==> config.mk <==
export PLATFORM = sky130hd
export DESIGN_NAME = ema_filter_outlier_reject
export DESIGN_NICKNAME = d
export VERILOG_FILES = /design/src/design/efor_pkg.sv /design/src/design/efor_datapath.sv /design/src/design/ema_filter_outlier_reject.sv
export SDC_FILE = /design/constraint.sdc
export NUM_CORES = 2
export LEC_CHECK = 0
export ABC_CLOCK_PERIOD_IN_PS = 24400
export BUFFER_PORTS_ARGS = -buffer_cell sky130_fd_sc_hd__clkbuf_2
export CELL_PAD_IN_SITES_DETAIL_PLACEMENT = 0
export CELL_PAD_IN_SITES_GLOBAL_PLACEMENT = 1
export CORE_MARGIN = 4
export CORE_UTILIZATION = 56
export CTS_BUF_LIST = sky130_fd_sc_hd__clkbuf_4 sky130_fd_sc_hd__clkbuf_8
export DETAILED_ROUTE_END_ITERATION = 7
export PLACE_DENSITY = 0.92
export SLEW_MARGIN = 40
export SYNTH_ARGS = -nofsm -noshare
export SYNTH_HDL_FRONTEND = slang
export SYNTH_SLANG_ARGS = --single-unit
==> constraint.sdc <==
create_clock -name clk -period 24.4 [get_ports clk]
set_clock_uncertainty 0.2 [all_clocks]
set_input_delay 4.88 -clock clk [delete_from_list [all_inputs] [get_ports clk]]
set_output_delay 4.88 -clock clk [all_outputs]
set_load 0.1 [all_outputs]
==> src/design/efor_pkg.sv <==
package efor_pkg;

  // Sample format and gain format.
  localparam int SAMPLE_WIDTH     = 32;
  localparam int SAMPLE_FRAC_BITS = 16;
  localparam int GAIN_FRAC_BITS   = 16;

  // Derived widths.
  localparam int GAIN_WIDTH      = GAIN_FRAC_BITS + 1;
  localparam int LIMIT_WIDTH     = SAMPLE_WIDTH - 1;
  localparam int DIFF_WIDTH      = SAMPLE_WIDTH + 1;
  localparam int REL_SCALE       = 10;
  localparam int REL_SCALE_WIDTH = 4;
  localparam int SCALED_WIDTH    = DIFF_WIDTH + REL_SCALE_WIDTH;
  localparam int PROD_WIDTH      = LIMIT_WIDTH + SAMPLE_WIDTH;
  localparam int GPROD_WIDTH     = GAIN_WIDTH + DIFF_WIDTH;
  localparam int INC_WIDTH       = GPROD_WIDTH - GAIN_FRAC_BITS;
  localparam int SUM_WIDTH       = INC_WIDTH + 1;

  // Configuration port.
  localparam int CFG_INDEX_WIDTH = 2;
  localparam int CFG_DATA_WIDTH  = SAMPLE_WIDTH;

  typedef enum logic [CFG_INDEX_WIDTH-1:0] {
    REG_SMOOTHING_GAIN = 2'd0,
    REG_OUTLIER_LIMIT  = 2'd1
  } cfg_reg_t;

  localparam logic [GAIN_WIDTH-1:0]  GAIN_ONE    = GAIN_WIDTH'(1) << GAIN_FRAC_BITS;
  localparam logic [GAIN_WIDTH-1:0]  GAIN_RESET  = GAIN_WIDTH'(6554);
  localparam logic [LIMIT_WIDTH-1:0] LIMIT_RESET = LIMIT_WIDTH'(131072);

  // Outcome of one sample: the new filtered value and the outlier flag.
  typedef struct packed {
    logic signed [SAMPLE_WIDTH-1:0] value;
    logic                           rejected;
  } step_t;

endpackage

==> src/design/efor_datapath.sv <==
// Outlier test and filter update for one sample against the held value.
module efor_datapath (
  input  logic signed [efor_pkg::SAMPLE_WIDTH-1:0] sample,
  input  logic signed [efor_pkg::SAMPLE_WIDTH-1:0] held,
  input  logic                                     primed,
  input  logic [efor_pkg::GAIN_WIDTH-1:0]          gain,
  input  logic [efor_pkg::LIMIT_WIDTH-1:0]         limit,
  output efor_pkg::step_t                          step
);

  localparam int SW = efor_pkg::SAMPLE_WIDTH;
  localparam int DW = efor_pkg::DIFF_WIDTH;
  localparam int CW = efor_pkg::SCALED_WIDTH;
  localparam int PW = efor_pkg::PROD_WIDTH;
  localparam int GW = efor_pkg::GPROD_WIDTH;
  localparam int IW = efor_pkg::INC_WIDTH;
  localparam int UW = efor_pkg::SUM_WIDTH;

  localparam logic signed [SW-1:0] SAT_MAX = {1'b0, {(SW-1){1'b1}}};
  localparam logic signed [SW-1:0] SAT_MIN = {1'b1, {(SW-1){1'b0}}};

  logic signed [DW-1:0] diff;
  logic [DW-1:0]        abs_diff;
  logic [SW-1:0]        mag;
  logic                 below_one;
  logic [CW-1:0]        scaled_diff;
  logic [PW-1:0]        limit_prod;
  logic                 outlier;
  logic [GW-1:0]        gain_prod;
  logic [IW-1:0]        inc;
  logic signed [UW-1:0] held_ext;
  logic signed [UW-1:0] inc_ext;
  logic signed [UW-1:0] sum;
  logic signed [SW-1:0] sat;

  assign diff      = DW'(sample) - DW'(held);
  assign abs_diff  = diff[DW-1] ? DW'(-diff) : DW'(diff);
  assign mag       = held[SW-1] ? SW'(-held) : SW'(held);
  assign below_one = (mag >> efor_pkg::SAMPLE_FRAC_BITS) == '0;

  // Relative: |diff|*10 > limit*|held| w/o division; |diff| > limit if |held|<1.
  assign scaled_diff = CW'(abs_diff) * CW'(efor_pkg::REL_SCALE);
  assign limit_prod  = PW'(limit) * PW'(mag);
  assign outlier     = below_one ? (abs_diff > DW'(limit)) :
                                   (PW'(scaled_diff) > limit_prod);

  // The increment magnitude is truncated, then takes the sign of the difference.
  assign gain_prod = GW'(gain) * GW'(abs_diff);
  assign inc       = gain_prod[GW-1:efor_pkg::GAIN_FRAC_BITS];
  assign held_ext  = UW'(held);
  assign inc_ext   = $signed({1'b0, inc});
  assign sum       = diff[DW-1] ? held_ext - inc_ext : held_ext + inc_ext;

  always_comb begin
    if (sum > UW'(SAT_MAX)) begin
      sat = SAT_MAX;
    end else if (sum < UW'(SAT_MIN)) begin
      sat = SAT_MIN;
    end else begin
      sat = sum[SW-1:0];
    end
  end

  always_comb begin
    if (!primed) begin
      step.value    = sample;
      step.rejected = 1'b0;
    end else if (outlier) begin
      step.value    = held;
      step.rejected = 1'b1;
    end else begin
      step.value    = sat;
      step.rejected = 1'b0;
    end
  end

endmodule

==> src/design/ema_filter_outlier_reject.sv <==
// An accepted request waits in the input register; its result is registered in the output
// register, which drives out_valid, once the output side is free.
// Throughput: one request per cycle unless the output side stalls; the held-value feedback
// closes via held_r. A restart gives no result and does not wait for the output register.
// Reset (rst_n low, synchronous) clears the filter state and all valid flags, and
// loads the smoothing gain and outlier limit registers with their default values.
module ema_filter_outlier_reject (
  input  logic                                        clk,
  input  logic                                        rst_n,
  input  logic                                        in_valid,
  output logic                                        in_ready,
  input  logic signed [efor_pkg::SAMPLE_WIDTH-1:0]    in_sample,
  input  logic                                        in_restart,
  output logic                                        out_valid,
  input  logic                                        out_ready,
  output logic signed [efor_pkg::SAMPLE_WIDTH-1:0]    out_smoothed,
  output logic                                        out_rejected,
  input  logic                                        cfg_valid,
  output logic                                        cfg_ready,
  input  logic [efor_pkg::CFG_INDEX_WIDTH-1:0]        cfg_index,
  input  logic [efor_pkg::CFG_DATA_WIDTH-1:0]         cfg_data
);

  // Configuration registers. The gain is clamped to 1.0 when it is written, so the
  // datapath never sees a value above unity.
  logic [efor_pkg::GAIN_WIDTH-1:0]  gain_r;
  logic [efor_pkg::LIMIT_WIDTH-1:0] limit_r;
  logic [efor_pkg::GAIN_WIDTH-1:0]  gain_wr;

  assign cfg_ready = 1'b1;
  assign gain_wr   = (cfg_data[efor_pkg::GAIN_WIDTH-1:0] > efor_pkg::GAIN_ONE) ?
                     efor_pkg::GAIN_ONE : cfg_data[efor_pkg::GAIN_WIDTH-1:0];

  always_ff @(posedge clk) begin
    if (!rst_n) begin
      gain_r  <= efor_pkg::GAIN_RESET;
      limit_r <= efor_pkg::LIMIT_RESET;
    end else if (cfg_valid && cfg_ready) begin
      unique case (efor_pkg::cfg_reg_t'(cfg_index))
        efor_pkg::REG_SMOOTHING_GAIN: gain_r  <= gain_wr;
        efor_pkg::REG_OUTLIER_LIMIT:  limit_r <= cfg_data[efor_pkg::LIMIT_WIDTH-1:0];
        default: ;
      endcase
    end
  end

  // Input register: one request waits here while its result is computed.
  logic                                     s1_valid_r;
  logic signed [efor_pkg::SAMPLE_WIDTH-1:0] s1_sample_r;
  logic                                     s1_restart_r;
  logic                                     s1_advance;
  logic                                     out_load;
  logic                                     out_valid_r;

  // A restart leaves no result behind, so it never waits on the output register.
  assign s1_advance = s1_valid_r && (s1_restart_r || !out_valid_r || out_ready);
  assign out_load   = s1_advance && !s1_restart_r;
  assign in_ready   = !s1_valid_r || s1_advance;

  always_ff @(posedge clk) begin
    if (!rst_n) begin
      s1_valid_r <= 1'b0;
    end else if (in_ready) begin
      s1_valid_r <= in_valid;
    end
  end

  always_ff @(posedge clk) begin
    if (in_valid && in_ready) begin
      s1_sample_r  <= in_sample;
      s1_restart_r <= in_restart;
    end
  end

  // Filter state and its registered update.
  logic signed [efor_pkg::SAMPLE_WIDTH-1:0] held_r;
  logic signed [efor_pkg::SAMPLE_WIDTH-1:0] held_nxt;
  logic                                     primed_r;
  logic                                     primed_nxt;
  efor_pkg::step_t                          step;

  efor_datapath u_datapath (
    .sample (s1_sample_r),
    .held   (held_r),
    .primed (primed_r),
    .gain   (gain_r),
    .limit  (limit_r),
    .step   (step)
  );

  always_comb begin
    held_nxt   = held_r;
    primed_nxt = primed_r;
    if (s1_advance) begin
      if (s1_restart_r) begin
        held_nxt   = '0;
        primed_nxt = 1'b0;
      end else begin
        held_nxt   = step.value;
        primed_nxt = 1'b1;
      end
    end
  end

  always_ff @(posedge clk) begin
    if (!rst_n) begin
      held_r   <= '0;
      primed_r <= 1'b0;
    end else begin
      held_r   <= held_nxt;
      primed_r <= primed_nxt;
    end
  end

  // Output register: holds a finished result until the consumer takes it, while the
  // input register is already free for the next request.
  logic signed [efor_pkg::SAMPLE_WIDTH-1:0] out_smoothed_r;
  logic                                     out_rejected_r;

  always_ff @(posedge clk) begin
    if (!rst_n) begin
      out_valid_r <= 1'b0;
    end else if (out_load) begin
      out_valid_r <= 1'b1;
    end else if (out_ready) begin
      out_valid_r <= 1'b0;
    end
  end

  always_ff @(posedge clk) begin
    if (out_load) begin
      out_smoothed_r <= step.value;
      out_rejected_r <= step.rejected;
    end
  end

  assign out_valid    = out_valid_r;
  assign out_smoothed = out_smoothed_r;
  assign out_rejected = out_rejected_r;

`ifndef SYNTHESIS
  // A rejected sample must leave the filtered value untouched.
  a_reject_holds: assert property (@(posedge clk) disable iff (!rst_n)
    out_load && step.rejected |=> held_r == $past(held_r))
    else $error("rejected sample changed the held value");

  // A restart clears the filter state.
  a_restart_clears: assert property (@(posedge clk) disable iff (!rst_n)
    s1_advance && s1_restart_r |=> !primed_r && held_r == '0)
    else $error("restart did not clear the filter state");

  // Every result presented matches the state it produced, and the filter is primed.
  a_result_tracks_state: assert property (@(posedge clk) disable iff (!rst_n)
    out_load |=> out_valid_r && primed_r && out_smoothed_r == held_r)
    else $error("result register disagrees with the held value");
`endif

endmodule
[After elaboration in Yosys (flattened, before gate mapping)]
Index checks and enable logic that the tools add are counted.
Word-level totals
  logic and storage cells: 51
  register bits: 149
Operators by class
  add/sub/neg operators: 5
  equality and inequality tests: 1
  $mul: 3
  reduce and logical (&&, ||, !) cells: 14
  magnitude comparators: 5
  multiplexer cells: 13
Operators by type and width (number)
  $mux 32: 4
  $mux 33: 3
  $gt 37x63->1: 1
  $mul 31x32->63: 1
  $mul 17x33->50: 1
  $mul 33x3->36 const B: 1
  $add 32x35->35: 1
  $gt 35x32->1 const B: 1
  $lt 35x32->1 const B: 1
  $mux 35: 1
  $sub 32x35->35: 1
  $gt 33x31->1: 1
  $neg 33->33: 1
  $sub 32x32->33: 1
  $logic_not 32->1: 1
  $neg 32->32: 1
  $gt 17x17->1 const B: 1
  $mux 17: 1
  $mux 1: 4
  $reduce_and 2->1: 2
  $logic_and 1x1->1: 3
  $logic_not 1->1: 3
  $logic_or 1x1->1: 3
  $eq 2x1->1 const B: 1
  other kinds (2): 2

[Logic depth before layout (Yosys ltp)]
  depth in word-level cells: 12
  mapped depth: 60
  depth with buffers taken out: 53

[Hierarchy]
From an unflattened synthesis, not the netlist that was laid out.
Unflattened totals
  cell total of the unflattened synthesis: 7595
  area, all modules: 64861.0 µm²
By module, submodules not included
  efor_datapath: area each 59375.7 µm², cells each 7144, instances 1
  ema_filter_outlier_reject: area each 5485.3 µm², cells each 451, instances 1

[Least setup slack after synthesis]
Ideal clock, no wire load.
  kind: reg2reg
  from: register held_r[9] in the netlist's numbering
  to: register out_smoothed_r, in the netlist out_smoothed[18], data pin
  setup time: 264 ps
  arrival: 13145 ps
  path slack: 10792 ps
  required time: 23936 ps
  stages on the path, launching flop included: 56
  clock period less this slack: 13608 ps
  path through: dfxtp_1 clkbuf_1 inv_1 ha_1 buf_2 nand3_1 a21oi_1 o21ba_2 a211oi_2 a2111oi_0 o31a_1 o21ba_2 clkbuf_1 clkbuf_1 clkbuf_1 nor2_1 xor2_1 clkbuf_1 [... 20 more ...] and2_1 nand2_1 o21ai_1 o21ai_0 xnor2_1 ha_1 nand4_1 a21oi_1 a221oi_1 o21ai_0 a21o_1 a311oi_1 nand2b_1 o41a_1 nand3_1 buf_2 a211oi_1 o2bb2ai_1
RTL lines
  start: declaration: RTL line ema_filter_outlier_reject.sv:76  | logic signed [efor_pkg::SAMPLE_WIDTH-1:0] held_r;
  start signal: assignment: RTL line ema_filter_outlier_reject.sv:110  | held_r <= held_nxt;
  end signal: assignment: RTL line ema_filter_outlier_reject.sv:132  | out_smoothed_r <= step.value;
  end: declaration: RTL line ema_filter_outlier_reject.sv:117  | logic signed [efor_pkg::SAMPLE_WIDTH-1:0] out_smoothed_r;

==> flow_summary.ini <==
[critical_path]
r2r-end = out_smoothed[18]
path_delay_family = compound AO/OA/AOI/OAI gates
rr_startpoint = held_r[9]
critPathMaxStageDelay_ns = 0.69
crit_path_start_kind = register
cp_max_fo = 34
path_buf_inv = 6
slowest_stage = a2111oi_1
reg2reg_slack_ns = 7.22
cp.arrival_ns = 17.27
crit_top_cell = fa_1
worstSetupEndpointType = register
worstPathRequired_ns = 24.49
worst-setup-path-type = reg2reg
rr_worst_depth = 49
startpoint = held_r[9]

[sta]
tightest_slew_ns = 0.898
clock.fmax_mhz = 58.2
setup_tns_ns = 0
slew_headroom_pct = 39.5
rsz0062_at_grt = no
setup_ws_ns = 7.22
fin_crit_ns = 17.18
finalSetupViolations = 0
report.final.hold_viol_count = 0
drv_slew = 0
min_period_over_period_pct = 70.4

[finish]
layout_common_cells = inv_1 (1488), nand2_1 (1409), fa_1 (1331), ha_1 (576), and2_1 (397)
syn_to_final_growth_pct = 4.52
fillers = 10357
antenna_cells = 0
fin_util_pct = 58.9
nets = 9581
mostFrequentLayoutCell = inv_1
drive_gt1_share_pct = 5.45

[synth]
async_flop_share_pct = 0
syn_inst = 7765
yosysWarnings = 0
avgSynthCellArea_um2 = 8.43
ys_types = 97
muxShareOfSynthArea_pct = 0.197
synth_seq_cells = 149
syn-num-nets = 9744
synthAdderAreaFrac_pct = 51.7
ys_top_cells_by_area = fa_1 (41%), ha_1 (11%), inv_1 (8.5%)
yosysTopAreaCell = fa_1
ys.flop_type = dfxtp_1
synth_compound_area_share_pct = 10.2
synth_top_area_share_pct = 40.7
mappedNetlistArea_um2 = 65500
synth-xor-area-share_pct = 3.20
synth_top_family_by_area = adder cells
synth-simple-area-share_pct = 18.1
synth_edf_count = 66
ys_seq_area_share_pct = 5.57

[placed_design]
io_buffers = 105
pre_cts_slack_ns = 7.56
gp_congestion = 0.987
hpwl_mm = 152

[clocking]
ctsHoldBuffers = 0
cts_setup_buffers = 0
cts_root_buf = clkbuf_8
clockBufferDepth = 2
cts.sinks = 149
numCtsBuffers = 17
clk_latency_ns = 0.62
cts_tree = done
htree_levels = 4
clk_pin_slew_worst_paths_ns = 0.18
cts_resized = 0

[routing]
via_per_inst = 5.95
dr_total_vias = 54359
dr.first_iter.drc_count = 4800
drc = 0
ant_nets = 0
dr.pass1.iters = 6
routed_wl_mm = 196
wl_per_cell_um = 21.4

[die]
core_area_um2 = 116000
num_rows = 125
die-area_um2 = 122000
die_w_um = 350
io_pins = 108
dieHeight_um = 350
start_util_pct = 56.4

[grt]
antenna_found_initial = 4
grt_overflow = 0
busiest_layer = met2
grt_pass1_vias = 56296
track_usage_pct = 33.0
grt_max_degree = 55
met1_usage_pct = 45.9
met2_usage_pct = 51.5
grt_pass1_wl_mm = 315
grt.met3_usage_pct = 6.79

[hold_path]
hold_path.startpoint = s1_restart_r
min_to = primed_r
holdPathStages = 3
hold_path.class = reg2reg

[run]
maxCapViolCount = 0

[run_status]
outcome = complete, no violations
-- cells in the mapped netlist (12+ instances only) --
cell       count
a2111oi_0     16
a211oi_1      52
a21boi_0      37
a21o_1       111
a21oi_1      238
a221oi_1      12
a22oi_1       14
a31oi_1       44
a32oi_1       14
and2_1       397
and3_1        33
and4_1        17
clkbuf_1     400
dfxtp_1       83
edfxtp_1      66
fa_1        1331
ha_1         576
inv_1       1488
nand2_1     1409
nand2b_1      37
nand3_1       81
nand4_1       59
nor2_1       241
nor2b_1       65
nor3_1        70
nor3b_1       26
nor4_1        25
o211ai_1      24
o21a_1        32
o21ai_0      174
o21ai_1       24
o21bai_1      21
o2bb2ai_1     15
o31ai_1       46
or3_1         21
xnor2_1      165
xor2_1        74
-- worst reg2reg max path: cells and delay by family (launching register included) --
kind	cells	cell delay [ns]
compound gates	20	6.37
simple gates	10	2.68
buf+inv	6	0.98
xor+xnor	3	1.38
fa+ha+maj	10	4.57
flops	1	0.68
-- how the worst max path moves through the flow --
| stage | depth (start not counted) | to |
|---|---|---|
| 3_5_place_dp | 52 | out_smoothed[18] |
| 5_1_grt | 50 | out_smoothed[18] |
| 6_report | 49 | out_smoothed[18] |
| 4_1_cts | 49 | out_smoothed[18] |
| 3_3_place_gp | 49 | out_smoothed[18] |
| 2_1_floorplan | 55 | out_smoothed[18] |
-- per-stage QoR --
stage	instances	cell area (um2)	hold slack, ns
floorplan	7765	65500	0.278
detailed placement	9107	67900	0.325
global placement	9102	67800	0.314
finish	9139	68400	0.260
global route	9139	68400	0.337
CTS	9139	68400	0.273
-- state kept, by name (all words and copies together) (netlist names) --
register	cells
gain_r	17
held_r	32
limit_r	31
out_rejected	1
out_smoothed	32
out_valid	1
primed_r	1
s1_restart_r	1
s1_sample_r	32
s1_valid_r	1
-- cell type report --
cell class	instances	area [um2]	share of cell area (%)
Clock inverter	15	205	0.300
Clock buffer	17	234	0.342
Sequential cell	149	3660	5.35
Multi-Input combinational cell	5707	55200	80.8
Tap cell	1524	1910	2.79
Timing Repair Buffer	239	1570	2.30
Inverter	1488	5590	8.16
-- routing by layer --
metal  vias up  wire length, um  part of all wire, %
li1      23810                -                    -
met5         -                0                    0
met2      2686            87800                   45
met1     27417            80100                   41
met4         0             7760                  4.0
met3       446            20300                   10
-- kinds of logic (layout without fill, tap and decap cells) --
family	Yosys count	count (layout)
xor gates and xnor gates	239	239
DFF	149	149
adders and majority gates	1907	1907
AOI/OAI and AO/OA	1000	1000
other	1	1
and+or+nand+nor	2548	2548
buffers and inverters	1909	1759
muxes	12	12
Power is left out: the tool's default activity adds up to more than one toggle a clock period on the data nets, which glitch-free logic cannot reach.
